[src/rtl/fbmd_pkg.sv]
// Shared types, codes and helper functions of the frame store block.
package fbmd_pkg;

   localparam int CHAN_W  = 8;
   localparam int PIXEL_W = 3 * CHAN_W;
   localparam int RES_W   = 9;             // resolution register and in-bounds coordinate
   localparam int COORD_W = 11;            // signed working coordinate, covers x +/- 511
   localparam int STEP_W  = 4;
   localparam logic [STEP_W-1:0] LAST_STEP = 4'd8;

   localparam logic CSR_WIDTH  = 1'b0;
   localparam logic CSR_HEIGHT = 1'b1;

   typedef enum logic [1:0] {
      OP_WRITE    = 2'd0,
      OP_READ     = 2'd1,
      OP_FILL     = 2'd2,
      OP_CONTRAST = 2'd3
   } opcode_type;

   typedef enum logic [2:0] {
      ST_IDLE,
      ST_FILL,
      ST_RD,
      ST_CTR,
      ST_DRAIN,
      ST_DONE
   } state_type;

   typedef enum logic [1:0] {
      OFF_ZERO,
      OFF_NEG,
      OFF_POS
   } offset_type;

   typedef logic signed [COORD_W-1:0] coord_type;

   typedef struct packed {
      logic                we;
      logic                re;
      logic [RES_W-1:0]    x;
      logic [RES_W-1:0]    y;
      logic [PIXEL_W-1:0]  wdata;
   } mem_req_type;

   typedef struct packed {
      logic clear;       // new item taken, reset the running maximum
      logic cap_center;  // read data of this cycle is the center pixel
      logic center_ok;   // center lies inside the resolution
      logic cap_nb;      // read data of this cycle is a valid neighbor
      logic load;        // move the finished result into the output register
      logic kind;        // 1 for a contrast result
   } ctl_type;

   // neighbor order: center first, then the eight around it
   function automatic offset_type nb_dx(input logic [STEP_W-1:0] step);
      offset_type r;
      case (step)
         4'd1, 4'd2, 4'd3: r = OFF_NEG;
         4'd6, 4'd7, 4'd8: r = OFF_POS;
         default:          r = OFF_ZERO;
      endcase
      return r;
   endfunction

   function automatic offset_type nb_dy(input logic [STEP_W-1:0] step);
      offset_type r;
      case (step)
         4'd1, 4'd4, 4'd6: r = OFF_NEG;
         4'd3, 4'd5, 4'd8: r = OFF_POS;
         default:          r = OFF_ZERO;
      endcase
      return r;
   endfunction

   function automatic coord_type apply_off(input coord_type base, input coord_type stride,
                                           input offset_type off);
      coord_type r;
      case (off)
         OFF_NEG: r = base - stride;
         OFF_POS: r = base + stride;
         default: r = base;
      endcase
      return r;
   endfunction

   function automatic logic in_bounds(input coord_type x, input coord_type y,
                                      input logic [RES_W-1:0] w, input logic [RES_W-1:0] h);
      return !x[COORD_W-1] && !y[COORD_W-1] &&
             (x[COORD_W-2:0] < {1'b0, w}) && (y[COORD_W-2:0] < {1'b0, h});
   endfunction

   function automatic logic [CHAN_W-1:0] abs_diff(input logic [CHAN_W-1:0] a,
                                                  input logic [CHAN_W-1:0] b);
      return (a > b) ? (a - b) : (b - a);
   endfunction

endpackage

[src/rtl/fbmd_rsp.sv]
// Result path: center pixel, running maximum difference and output register.
module fbmd_rsp (
   input  logic                          clock,
   input  logic                          reset,
   input  fbmd_pkg::ctl_type             ctl,
   input  logic [fbmd_pkg::PIXEL_W-1:0]  rd_data,
   output logic                          slot_free,
   output logic                          rsp_valid,
   input  logic                          rsp_stall,
   output logic [7:0]                    rsp_red_out,
   output logic [7:0]                    rsp_green_out,
   output logic [7:0]                    rsp_blue_out,
   output logic [7:0]                    rsp_max_difference,
   output logic                          rsp_answer_kind
);
   import fbmd_pkg::*;

   logic [PIXEL_W-1:0]  center_ff, center_in;
   logic [CHAN_W-1:0]   best_ff, best_in;
   logic                valid_ff, valid_in;
   logic [PIXEL_W-1:0]  color_ff, color_in;
   logic [CHAN_W-1:0]   maxd_ff, maxd_in;
   logic                kind_ff, kind_in;
   logic [CHAN_W-1:0]   d_r, d_g, d_b, d_rg, d_top;

   assign slot_free = !valid_ff || !rsp_stall;

   always_ff @(posedge clock) begin
      if (reset) begin
         valid_ff <= 1'b0;
      end else begin
         valid_ff <= valid_in;
      end
      center_ff <= center_in;
      best_ff   <= best_in;
      color_ff  <= color_in;
      maxd_ff   <= maxd_in;
      kind_ff   <= kind_in;
   end

   always_comb begin
      d_r   = abs_diff(center_ff[23:16], rd_data[23:16]);
      d_g   = abs_diff(center_ff[15:8], rd_data[15:8]);
      d_b   = abs_diff(center_ff[7:0], rd_data[7:0]);
      d_rg  = (d_r > d_g) ? d_r : d_g;
      d_top = (d_rg > d_b) ? d_rg : d_b;

      center_in = center_ff;
      best_in   = best_ff;
      if (ctl.clear) begin
         best_in = '0;
      end else if (ctl.cap_center) begin
         center_in = ctl.center_ok ? rd_data : '0;
      end else if (ctl.cap_nb && (d_top > best_ff)) begin
         best_in = d_top;
      end

      valid_in = valid_ff && rsp_stall;
      color_in = color_ff;
      maxd_in  = maxd_ff;
      kind_in  = kind_ff;
      if (ctl.load) begin
         valid_in = 1'b1;
         kind_in  = ctl.kind;
         color_in = ctl.kind ? '0 : center_ff;
         maxd_in  = ctl.kind ? best_ff : '0;
      end
   end

   assign rsp_valid          = valid_ff;
   assign rsp_red_out        = color_ff[23:16];
   assign rsp_green_out      = color_ff[15:8];
   assign rsp_blue_out       = color_ff[7:0];
   assign rsp_max_difference = maxd_ff;
   assign rsp_answer_kind    = kind_ff;

   a_load_free: assert property (@(posedge clock) disable iff (reset)
      ctl.load |-> (!valid_ff || !rsp_stall))
      else $error("result loaded over a waiting item");

   a_kind_fields: assert property (@(posedge clock) disable iff (reset)
      valid_ff |-> (kind_ff ? (color_ff == '0) : (maxd_ff == '0)))
      else $error("result fields do not match answer kind");

   a_stage_excl: assert property (@(posedge clock) disable iff (reset)
      !(ctl.cap_center && ctl.cap_nb))
      else $error("center and neighbor data captured together");

endmodule

[config.mk]
export PLATFORM = sky130hd
export DESIGN_NAME = fbmd_rsp
export DESIGN_NICKNAME = d
export VERILOG_FILES = /design/src/rtl/fbmd_pkg.sv /design/src/rtl/fbmd_rsp.sv
export SDC_FILE = /design/constraint.sdc
export NUM_CORES = 1
export LEC_CHECK = 0
export ABC_AREA = 1
export BUFFER_PORTS_ARGS = -buffer_cell sky130_fd_sc_hd__clkbuf_2
export CELL_PAD_IN_SITES_DETAIL_PLACEMENT = 0
export CELL_PAD_IN_SITES_GLOBAL_PLACEMENT = 1
export CORE_MARGIN = 2
export CORE_UTILIZATION = 47
export DETAILED_ROUTE_END_ITERATION = 6
export PLACE_DENSITY_LB_ADDON = 0.1
export SLEW_MARGIN = 20
export SYNTH_ARGS = -nofsm -noshare
export SYNTH_HDL_FRONTEND = slang
export SYNTH_SLANG_ARGS = --single-unit
[constraint.sdc]
create_clock -name clock -period 12.75 [get_ports clock]
set_input_delay 1.9125 -clock clock [delete_from_list [all_inputs] [get_ports clock]]
set_output_delay 1.9125 -clock clock [all_outputs]
set_load 0.01 [all_outputs]
==> qor.yml <==
worst_min_delay_path_class: "reg2reg"
dpl_cell_area_mm2: 0.006365
num_antenna_cells: 0
remaining_drc_errors: 0
die_footprint_mm2: 0.01342
postSynthRegisterBits: 66
cts_hold_repair_buffers: 0
commonest_non_fill_non_tap_cell_in_the_layout: "nand2_1"
critical_path.max_stage_delay_ns: 0.43
grt_setup_unrepaired: "no"
seqPwrFrac_pct: 26.1
postCtsSetupBuffers: 0
final_hold_viols: 0
fin_tns_setup_ns: 0
r2r_endpoint: "best_ff[7]"
pin_count: 68
netSwitchingFraction_pct: 42.73
fin_nets: 981
synth_cells: 808
die_width_um: 115.9
p_leak_nw: 3.852
end_of_the_worst_hold_path: "rsp_valid"
final_period_minus_worst_setup_slack_ns: 7.252
critical-path-slowest-cell: "fa_1"
place.detailed.instances: 1030
row_count: 40
cts_max_level: 3
cts_tree: "built"
yosys_warnings: 0
via_count: 4916
switchingPower_uw: 449.4
synth.net_count: 916
reg2regPathDepth: 38
area_growth_pct: 13.28
tritoncts_num_sinks: 66
maximum_number_of_buffers_from_clock_root_to_sink: 2
grt_first_pass_wirelength_mm: 22.22
drv.max_cap_violation_count: 0
hold_path_startpoint: "rsp_valid"
maxSlewViolCount: 0
floorplan.initialDensity_pct: 48.55
path_common_cell: "nand2_1"
number_of_drc_violations_after_detailed_routing_iteration_0: 212
setup.worst_path.class: "in2reg"
period_share_pct: 56.88
p_comb_share_pct: 50.4
critical_path.startpoint_type: "input port"
stdcell_count: 1046
max_slew_margin_pct: 34.55
worst-path-max-fanout: 11
overflow: 0
stdcell_area_mm2: 0.006661
vdd.ir_drop.worst_mv: 0.06269
detailedPlacementHpwl_mm: 10.34
power_frac_clock_pct: 23.5
power_report.internal_total_uw: 602.2
ant_nets: 0
worstReg2RegStart: "center_ff[16]"
finish.utilization_pct: 55.00
grt_max_degree: 35
number_of_global_route_vias_before_repair: 4791
antenna_found_initial: 0
number_of_distinct_standard_cells_referenced_by_the_synthesized_netlist: 38
synth.cell_area_mm2: 0.005881
outcome: "finished clean"
routabilityCongestion: 0.8435
clockRootBuffer: "clkbuf_16"
floorplan.die.height_um: 115.9
clock_insertion_delay_worst_skew_ns: 0.34
cp.required_ns: 12.99
synth_area_per_cell_um2: 7.278
data_arrival_time_of_the_critical_path_ns: 7.49
cts_made_buffers: 9
synth_sequential_area_ratio_pct: 32.17
clock_skew_ns: 0.006397
powerDensity_mw_per_mm2: 157.9
viasPerCell: 4.700
drive_gt1_share_pct: 15.60
reg2reg_slack_ns: 6.70
setup.worst_path.end_class: "register"
placement.io_buffers: 67
ctsResizeCount: 0
timing_worst_slew_pin_value_ns: 0.9818
finalSetupViolations: 0
firstDrtPassIters: 4
layout.filler_cells: 1252
routed_wl_mm: 13.10
hold_depth: 2
fp.coreArea_mm2: 0.01211
max_clock_freq_ghz: 0.1379
mostFrequentLayoutCells: "nand2_1 (245), inv_1 (185), ha_1 (69), clkbuf_2 (67), edfxtp_1 (57)"
global_route.usage.total_pct: 21.24
routed_wire_length_per_instance_um: 12.52
cts.reportedPaths.clkPinSlew_ns: 0.06
## layout make-up
cell class | instances | area (um^2) | area share [%]
Clock buffer | 10 | 250.2 | 3.757
Clock inverter | 6 | 46.29 | 0.6950
Inverter | 192 | 723.2 | 10.86
Multi-Input combinational cell | 537 | 3204 | 48.10
Sequential cell | 66 | 1892 | 28.40
Tap cell | 168 | 210.2 | 3.156
Timing Repair Buffer | 67 | 335.3 | 5.034
## logic make-up (layout without fill, tap and decap cells)
family	after synthesis	after routing	synth area share, %
adder cells (fa/ha/maj)	75	75	16.72
AND/OR/NAND/NOR	383	383	28.79
buffers and inverters	205	275	13.47
AO/OA/AOI/OAI	61	61	6.170
XOR/XNOR	18	18	2.681
flip-flops	66	66	32.17
## worst max-delay path: cells and delay by family
family	cells	cell delay (ns)
fa+ha+maj	5	1.45
buf+inv	7	0.90
simple gates	24	2.68
compound gates	2	0.54
## how the worst max path moves through the flow
stage	startpoint	to	slack, ns
final	rd_data[16]	best_ff[7]	5.50
after global routing	rd_data[16]	best_ff[6]	4.69
after CTS	rd_data[16]	best_ff[7]	5.50
after detailed placement	rd_data[16]	best_ff[7]	5.16
after global placement	rd_data[16]	best_ff[1]	5.36
after floorplan	rd_data[16]	best_ff[5]	6.10
## cell usage after synthesis, drive strengths merged
cell	number	area, um^2
nand3	56	340.3
a21oi	38	205.2
xor2	15	131.4
fa	6	120.1
or2	3	18.78
edfxtp	57	1712
nand2	267	1076
a21o	4	30.03
inv	192	723.2
dfxtp	9	180.2
and2	2	12.51
nor2	46	190.2
ha	69	863.3
clkbuf	6	22.52
nor3	1	5.000
o21ai	15	97.59
nand4	8	50.05
buf	7	46.29
xnor2	3	26.28
o21a	2	15.01
a21boi	2	15.02
## metrics by stage
step	worst slack [ns]	total power, mW	hold slack (ns)
6_report	5.498	1.052	0.4979
4_1_cts	5.502	1.061	0.5014
2_1_floorplan	6.101	0.6894	0.4830
3_3_place_gp	5.359	0.7975	0.4611
5_1_grt	4.690	1.157	0.5170
3_5_place_dp	5.156	0.8092	0.4922
## flip-flops by register name, indices dropped and copies added, names as in the netlist
signal / cells
rsp_max_difference: 8
best_ff: 8
rsp_answer_kind: 1
rsp_valid: 1
center_ff: 24
color_ff: 24
## power by group through the flow
stage / Sequential, mW / Combinational [mW] / Clock, mW
3_3_place_gp: 0.277 / 0.520 / 0
2_1_floorplan: 0.280 / 0.409 / 0
6_report: 0.274 / 0.530 / 0.247
5_1_grt: 0.277 / 0.619 / 0.261
4_1_cts: 0.274 / 0.534 / 0.254
3_5_place_dp: 0.278 / 0.531 / 0
## layer usage
layer,track usage [%],vias to the layer above,wire length (um)
met4,8.571,0,285
met3,2.824,18,395
met5,0,-,0
li1,-,2620,-
met1,28.84,2202,6447
met2,34.35,76,5971
Note: power is estimated with default switching activity, not from simulation.
