### src/rtl/fbmd_pkg.sv
// Shared types, codes and helper functions of the frame store block.
package fbmd_pkg;

   localparam int CHAN_W  = 8;
   localparam int PIXEL_W = 3 * CHAN_W;
   localparam int RES_W   = 9;             // resolution register and in-bounds coordinate
   localparam int COORD_W = 11;            // signed working coordinate, covers x +/- 511
   localparam int STEP_W  = 4;
   localparam logic [STEP_W-1:0] LAST_STEP = 4'd8;

   localparam logic CSR_WIDTH  = 1'b0;
   localparam logic CSR_HEIGHT = 1'b1;

   typedef enum logic [1:0] {
      OP_WRITE    = 2'd0,
      OP_READ     = 2'd1,
      OP_FILL     = 2'd2,
      OP_CONTRAST = 2'd3
   } opcode_type;

   typedef enum logic [2:0] {
      ST_IDLE,
      ST_FILL,
      ST_RD,
      ST_CTR,
      ST_DRAIN,
      ST_DONE
   } state_type;

   typedef enum logic [1:0] {
      OFF_ZERO,
      OFF_NEG,
      OFF_POS
   } offset_type;

   typedef logic signed [COORD_W-1:0] coord_type;

   typedef struct packed {
      logic                we;
      logic                re;
      logic [RES_W-1:0]    x;
      logic [RES_W-1:0]    y;
      logic [PIXEL_W-1:0]  wdata;
   } mem_req_type;

   typedef struct packed {
      logic clear;       // new item taken, reset the running maximum
      logic cap_center;  // read data of this cycle is the center pixel
      logic center_ok;   // center lies inside the resolution
      logic cap_nb;      // read data of this cycle is a valid neighbor
      logic load;        // move the finished result into the output register
      logic kind;        // 1 for a contrast result
   } ctl_type;

   // neighbor order: center first, then the eight around it
   function automatic offset_type nb_dx(input logic [STEP_W-1:0] step);
      offset_type r;
      case (step)
         4'd1, 4'd2, 4'd3: r = OFF_NEG;
         4'd6, 4'd7, 4'd8: r = OFF_POS;
         default:          r = OFF_ZERO;
      endcase
      return r;
   endfunction

   function automatic offset_type nb_dy(input logic [STEP_W-1:0] step);
      offset_type r;
      case (step)
         4'd1, 4'd4, 4'd6: r = OFF_NEG;
         4'd3, 4'd5, 4'd8: r = OFF_POS;
         default:          r = OFF_ZERO;
      endcase
      return r;
   endfunction

   function automatic coord_type apply_off(input coord_type base, input coord_type stride,
                                           input offset_type off);
      coord_type r;
      case (off)
         OFF_NEG: r = base - stride;
         OFF_POS: r = base + stride;
         default: r = base;
      endcase
      return r;
   endfunction

   function automatic logic in_bounds(input coord_type x, input coord_type y,
                                      input logic [RES_W-1:0] w, input logic [RES_W-1:0] h);
      return !x[COORD_W-1] && !y[COORD_W-1] &&
             (x[COORD_W-2:0] < {1'b0, w}) && (y[COORD_W-2:0] < {1'b0, h});
   endfunction

   function automatic logic [CHAN_W-1:0] abs_diff(input logic [CHAN_W-1:0] a,
                                                  input logic [CHAN_W-1:0] b);
      return (a > b) ? (a - b) : (b - a);
   endfunction

endpackage

### src/rtl/fbmd_seq.sv
// Sequencer: takes items, walks fills and neighbor reads, drives the store port.
module fbmd_seq (
   input  logic                        clock,
   input  logic                        reset,
   input  logic                        req_valid,
   output logic                        req_stall,
   input  logic [1:0]                  req_opcode,
   input  logic [7:0]                  req_pos_x,
   input  logic [7:0]                  req_pos_y,
   input  logic [8:0]                  req_block_edge,
   input  logic [7:0]                  req_red_in,
   input  logic [7:0]                  req_green_in,
   input  logic [7:0]                  req_blue_in,
   input  logic [fbmd_pkg::RES_W-1:0]  eff_width,
   input  logic [fbmd_pkg::RES_W-1:0]  eff_height,
   input  logic                        slot_free,
   output fbmd_pkg::mem_req_type       mem_req,
   output fbmd_pkg::ctl_type           ctl
);
   import fbmd_pkg::*;

   state_type            state_ff, state_in;
   opcode_type           op_ff, op_in;
   logic [7:0]           x_ff, x_in, y_ff, y_in;
   logic [8:0]           edge_ff, edge_in;
   logic [PIXEL_W-1:0]   color_ff, color_in;
   logic [8:0]           col_ff, col_in, row_ff, row_in;
   logic [STEP_W-1:0]    step_ff, step_in;
   logic                 rdc_ff, rdc_in, okc_ff, okc_in, rdn_ff, rdn_in;

   coord_type            base_x, base_y, stride, px, py;
   logic                 in_ok, ctr_ok, accept;

   assign req_stall = (state_ff != ST_IDLE);
   assign accept    = req_valid && !req_stall;

   always_ff @(posedge clock) begin
      if (reset) begin
         state_ff <= ST_IDLE;
         rdc_ff   <= 1'b0;
         rdn_ff   <= 1'b0;
      end else begin
         state_ff <= state_in;
         rdc_ff   <= rdc_in;
         rdn_ff   <= rdn_in;
      end
      op_ff    <= op_in;
      x_ff     <= x_in;
      y_ff     <= y_in;
      edge_ff  <= edge_in;
      color_ff <= color_in;
      col_ff   <= col_in;
      row_ff   <= row_in;
      step_ff  <= step_in;
      okc_ff   <= okc_in;
   end

   // working coordinate of the current store access
   always_comb begin
      base_x = coord_type'({3'b000, x_ff});
      base_y = coord_type'({3'b000, y_ff});
      stride = coord_type'({2'b00, edge_ff});
      case (state_ff)
         ST_FILL: begin
            px = base_x + coord_type'({2'b00, col_ff});
            py = base_y + coord_type'({2'b00, row_ff});
         end
         ST_CTR: begin
            px = apply_off(base_x, stride, nb_dx(step_ff));
            py = apply_off(base_y, stride, nb_dy(step_ff));
         end
         default: begin
            px = base_x;
            py = base_y;
         end
      endcase
      in_ok  = in_bounds(px, py, eff_width, eff_height);
      ctr_ok = in_bounds(base_x, base_y, eff_width, eff_height);
   end

   always_comb begin
      state_in = state_ff;
      op_in    = op_ff;
      x_in     = x_ff;
      y_in     = y_ff;
      edge_in  = edge_ff;
      color_in = color_ff;
      col_in   = col_ff;
      row_in   = row_ff;
      step_in  = step_ff;
      rdc_in   = 1'b0;
      okc_in   = okc_ff;
      rdn_in   = 1'b0;

      mem_req.we    = 1'b0;
      mem_req.re    = 1'b0;
      mem_req.x     = px[RES_W-1:0];
      mem_req.y     = py[RES_W-1:0];
      mem_req.wdata = color_ff;

      ctl.clear      = accept;
      ctl.cap_center = rdc_ff;
      ctl.center_ok  = okc_ff;
      ctl.cap_nb     = rdn_ff;
      ctl.load       = 1'b0;
      ctl.kind       = (op_ff == OP_CONTRAST);

      case (state_ff)
         ST_IDLE: begin
            if (accept) begin
               op_in    = opcode_type'(req_opcode);
               x_in     = req_pos_x;
               y_in     = req_pos_y;
               color_in = {req_red_in, req_green_in, req_blue_in};
               col_in   = '0;
               row_in   = '0;
               step_in  = '0;
               edge_in  = req_block_edge;
               case (opcode_type'(req_opcode))
                  OP_WRITE: begin
                     // a single write is a fill of edge one
                     edge_in  = 9'd1;
                     state_in = ST_FILL;
                  end
                  OP_FILL: begin
                     state_in = (req_block_edge == 9'd0) ? ST_IDLE : ST_FILL;
                  end
                  OP_READ:  state_in = ST_RD;
                  default:  state_in = ST_CTR;
               endcase
            end
         end
         ST_FILL: begin
            mem_req.we = in_ok;
            if (col_ff == edge_ff - 9'd1) begin
               col_in = '0;
               row_in = row_ff + 9'd1;
               if (row_ff == edge_ff - 9'd1) begin
                  state_in = ST_IDLE;
               end
            end else begin
               col_in = col_ff + 9'd1;
            end
         end
         ST_RD: begin
            mem_req.re = in_ok;
            rdc_in     = 1'b1;
            okc_in     = in_ok;
            state_in   = ST_DRAIN;
         end
         ST_CTR: begin
            // neighbors count only when the center itself is inside
            mem_req.re = ctr_ok && in_ok;
            if (step_ff == '0) begin
               rdc_in = 1'b1;
               okc_in = in_ok;
            end else begin
               rdn_in = ctr_ok && in_ok;
            end
            if (step_ff == LAST_STEP) begin
               state_in = ST_DRAIN;
            end else begin
               step_in = step_ff + 4'd1;
            end
         end
         ST_DRAIN: begin
            state_in = ST_DONE;
         end
         ST_DONE: begin
            if (slot_free) begin
               ctl.load = 1'b1;
               state_in = ST_IDLE;
            end
         end
         default: begin
            state_in = ST_IDLE;
         end
      endcase
   end

endmodule

### config.mk
export PLATFORM = sky130hd
export DESIGN_NAME = fbmd_seq
export DESIGN_NICKNAME = d
export VERILOG_FILES = /design/src/rtl/fbmd_pkg.sv /design/src/rtl/fbmd_seq.sv
export SDC_FILE = /design/constraint.sdc
export NUM_CORES = 1
export LEC_CHECK = 0
export BUFFER_PORTS_ARGS = -buffer_cell sky130_fd_sc_hd__buf_2
export CAP_MARGIN = 15
export CORE_AREA = 5 5 119 121
export CTS_BUF_LIST = sky130_fd_sc_hd__clkbuf_16
export DETAILED_ROUTE_END_ITERATION = 12
export DIE_AREA = 0 0 124 126
export PLACE_DENSITY = 0.84
export SLEW_MARGIN = 25
export SYNTH_ARGS = -nofsm -noshare
export SYNTH_HDL_FRONTEND = slang
export SYNTH_SLANG_ARGS = --single-unit
### constraint.sdc
create_clock -name clock -period 4.7 [get_ports clock]
set_input_delay 0.235 -clock clock [delete_from_list [all_inputs] [get_ports clock]]
set_output_delay 0.235 -clock clock [all_outputs]
set_load 0.05 [all_outputs]
==> results.txt <==
- The flow ran to the end, but the final reports show violations.
- The final reports fail on negative setup slack.
- Global-route wire length before repair: around 32 mm
- The H-tree generated during clock tree synthesis spans 3 levels.
- Combinational family with the most area after synthesis: compound AO/OA/AOI/OAI gates
* Number of antenna violations at the first check in global routing: 0
- HPWL Detailed: 15.5 mm
- Summed over all cells, the static leakage comes to about 4 nW.
- Of the synthesized area, sequential elements account for 0.333.
* Mapped Nets: ~910
- STA classifies the critical path startpoint as a register.
- In the synthesized netlist the async set-or-reset flop fraction comes to 0.
- In the global route stage, overall resource usage came out at 0.256.
- Post-synth top cells: 90 x sky130_fd_sc_hd__ha_1, 74 x sky130_fd_sc_hd__edfxtp_1, 59 x sky130_fd_sc_hd__inv_1, 59 x sky130_fd_sc_hd__nor2_1, 41 x sky130_fd_sc_hd__a21oi_1
- Routed wire length: approximately 20 mm
- Once routing completed, OpenROAD measured the worst setup slack at -0.0717 ns.
* TritonCTS clock tree: yes
- The first detailed-routing pass ran for 5 iterations.
- Timing startpoint of the critical path: step_ff[0]
- The die is ~130 µm tall.
- Routed signal wires occupy layers up through met4.
- GRT Residual Overflow: 0
- Cell with the most instances after synthesis: sky130_fd_sc_hd__ha_1
* Synth Flop Type: sky130_fd_sc_hd__edfxtp_1
- Ratio of routed vias to standard cells: around 6
- For this block, the via count after detailed routing is roughly 6700.
- Antenna Violating Nets Remaining: 0
- After synthesis, the netlist uses 64 different library cells.
- In this run, synthesis inferred 74 flip-flops with an integrated enable.
- The total area inside the core boundary comes to between 10000 and 15000 µm².
* Buffers on Ports: about 120
- The final layout contains approximately 1100 nets.
- For this block, wires on met1 add up to 8.51 mm.
- After synthesis, the share of cell area in mux cells is 0.00430.
- The worst setup path is of the register to output pin kind.
* Crit path required time: about 4.5 ns
- Entering global routing, the biggest net connects 53 pins.
* Classification of the worst-slack hold path: input port to register
- TritonCTS Sinks: 79
- Synth-to-layout area growth: 27.6%
- Synth area leader: sky130_fd_sc_hd__edfxtp_1
- Hold Startpoint: req_red_in[4]
- Setup violations remaining at the end of the flow were counted as 2.
- The number of global-route vias before repair was around 6300.
* Post-Place Setup Slack: -0.0280 ns
* Clk Latency, worst-skew pair: 0.33 ns
- The compound-cell area share of the yosys netlist is 0.185.
* Number of top-level pins: ~120
- Warning count from the yosys run: 0
* Simple-Gate Fraction of Synth Area: 0.176
* Number of instances in the synthesized netlist: roughly 750
* Root Buffer: sky130_fd_sc_hd__clkbuf_16
- Of the total synthesized cell area, the portion taken by XOR and XNOR cells is 0.0727.
- Post-Syn Area: 6980 µm²
- The floorplan has 42 rows.
* Number of DRC markers after the initial detailed-route iteration: 773
- Pins Over Slew Limit: 0
- Of the available clock period, the critical path in the final layout requires 1.02.
- For the finished layout, the period the worst path requires is roughly 4.8 ns.
* Worst-case headroom to the max-slew limit: 0.438
- The number of antenna diodes in the final layout is 0.
- For the final database, setup skew stands at between 0.006 and 0.007 ns.
- For the pin with the worst max-slew slack, the measured transition is 0.842 ns.
* Adder-cell share of the synthesized area: 0.178
- The congestion estimate from routability-driven global placement came to slightly below 1.
* Worst R2R Start: step_ff[0]
* Max_cap viols: 0
* Layout fillers: roughly 1000
* Area share of the largest cell type after synthesis: 0.318
- PwrDens: 410 nW/µm²
- VDD IR max: slightly above 300 µV
* Number of register bits inferred by synthesis: between 70 and 80
- Total Neg Setup Slack: -0.133 ns
- Detailed route wirelength on metal3: 1.64 mm
- Maximum fanout count along the critical path: 6
* Synthesized area per cell: around 9.4 µm²
* Die outline width: between 100 and 150 µm
- Dividing the detail-routed wire length by the instance count gives between 15 and 20 µm.
* Highest Clock Rate: approximately 210 MHz
- Yosys attributes the largest share of cell area to sky130_fd_sc_hd__edfxtp_1 32%, sky130_fd_sc_hd__ha_1 16%, sky130_fd_sc_hd__xor2_1 4.3%.
- The floorplan step defined a die boundary enclosing between 15000 and 20000 µm².
* Number of hold violations in the final report: 0
* Clock buffers created by TritonCTS: 9
- Setup repair after global routing could not meet its margin everywhere.
- Clock transition time at the flip-flop clock pins of the worst setup and hold paths: around 0.06 ns
* Starting Density: 0.538
- Signal arrival time at the worst endpoint: about 4.5 ns
- Clock Tree Buf Depth: 2
- For this run, design rule violations remaining after detail routing come to 0.
* Share of final-layout standard cells stronger than drive strength 1: 0.300
* Met2 wirelength from detailed routing: between 9 and 10 mm
- The worst setup path is captured at an output pin.
[final cells by class]
class | count | area [µm²] | share of cell area
clock inverters | 7 | 41.3 | 0.00463
flip-flops and latches | 79 | 2320 | 0.261
multi-input cells | 577 | 4580 | 0.514
well taps | 176 | 220 | 0.0247
repair buffers | 210 | 1300 | 0.146
inverters | 59 | 223 | 0.0250
clock buffers | 9 | 225 | 0.0253
[final timing paths]
kind                            cells past startpoint           end  slack (ns)
worst max-delay path                               19   mem_req[42]       -0.07
worst max register to register                     21        rdn_ff        0.29
worst min register to register                      2     col_ff[0]        0.70
worst min-delay path                                1  color_ff[20]        0.07
[power breakdown]
group	internal [mW]	switching, mW
clock	0.351	0.270
combinational	0.813	1.21
sequential	0.901	0.109
total	2.07	1.59
[per-layer routing]
metal,track usage,vias up
met2,0.416,355
met1,0.353,3133
met3,0.0323,65
met5,0,-
met4,0.0844,0
li1,-,3127
[stage by stage]
stage | hold WS, ns | power (mW) | utilization | cell area, µm² | std cells
after global placement | 0.411 | 2.77 | 0.627 | 8140 | 1070
after floorplan | 0.304 | 2.25 | - | 7010 | 745
after CTS | 0.0632 | 3.57 | 0.676 | 8780 | 1108
final | 0.0714 | 3.65 | 0.687 | 8910 | 1117
after global routing | 0.0674 | 3.86 | 0.687 | 8910 | 1117
after detailed placement | 0.413 | 2.80 | 0.627 | 8140 | 1070
[worst max-delay path: stages, from the launching register on]
cell and delay [ns]:
sky130_fd_sc_hd__edfxtp_1 0.42, sky130_fd_sc_hd__buf_4 0.16, sky130_fd_sc_hd__ha_4 0.15, sky130_fd_sc_hd__nor2_1 0.04, sky130_fd_sc_hd__or3_4 0.37, sky130_fd_sc_hd__ha_1 0.29
sky130_fd_sc_hd__and4bb_4 0.41, sky130_fd_sc_hd__nand2_2 0.10, sky130_fd_sc_hd__o221a_2 0.32, sky130_fd_sc_hd__o221ai_2 0.18, sky130_fd_sc_hd__ha_1 0.28, sky130_fd_sc_hd__and4_1 0.23
sky130_fd_sc_hd__nand2_1 0.09, sky130_fd_sc_hd__a31oi_1 0.09, sky130_fd_sc_hd__nor2_1 0.14, sky130_fd_sc_hd__o311ai_2 0.15, sky130_fd_sc_hd__nor4b_4 0.26, sky130_fd_sc_hd__buf_4 0.19
sky130_fd_sc_hd__o211a_4 0.17, sky130_fd_sc_hd__buf_8 0.14
[logic make-up after synthesis]
| kind of cell | Yosys count |
|---|---|
| adders and majority gates | 96 |
| muxes | 3 |
| DFF | 79 |
| and+or+nand+nor | 228 |
| AOI/OAI and AO/OA | 192 |
| xor gates and xnor gates | 58 |
| buffers and inverters | 89 |
[layout by cell type (no fill, tap or decap), types with 9 or more instances in the layout]
cell and instances:
sky130_fd_sc_hd__a21o_1 15, sky130_fd_sc_hd__clkbuf_16 9, sky130_fd_sc_hd__buf_2 120, sky130_fd_sc_hd__ha_1 81, sky130_fd_sc_hd__xnor2_1 24, sky130_fd_sc_hd__nor3_1 13, sky130_fd_sc_hd__a21oi_1 40, sky130_fd_sc_hd__buf_4 86
sky130_fd_sc_hd__xor2_1 34, sky130_fd_sc_hd__nor2b_1 21, sky130_fd_sc_hd__o21ai_0 29, sky130_fd_sc_hd__a22oi_1 13, sky130_fd_sc_hd__nand4_1 10, sky130_fd_sc_hd__inv_1 57, sky130_fd_sc_hd__a211oi_1 9, sky130_fd_sc_hd__and3_1 12
sky130_fd_sc_hd__nand3_1 16, sky130_fd_sc_hd__nor2_1 58, sky130_fd_sc_hd__edfxtp_1 74, sky130_fd_sc_hd__nand2b_1 14, sky130_fd_sc_hd__nand2_1 29
[sequential cells by signal, indices dropped and copies added (netlist names)]
name and count:
color_ff 24, step_ff 4, okc_ff 1, edge_ff 9
rdn_ff 1, row_ff 9, op_ff 2, x_ff 8
y_ff 8, col_ff 9, rdc_ff 1, state_ff 3
[timing repair]
| item | CTS | global route |
|---|---|---|
| hold buffers | 0 | 0 |
| setup buffers | 22 | 10 |
| gates resized for setup | 51 | 15 |
| setup endpoints to repair | 2 | 3 |
| pin swaps | 26 | 8 |
Note: power is estimated with default switching activity, not from simulation.
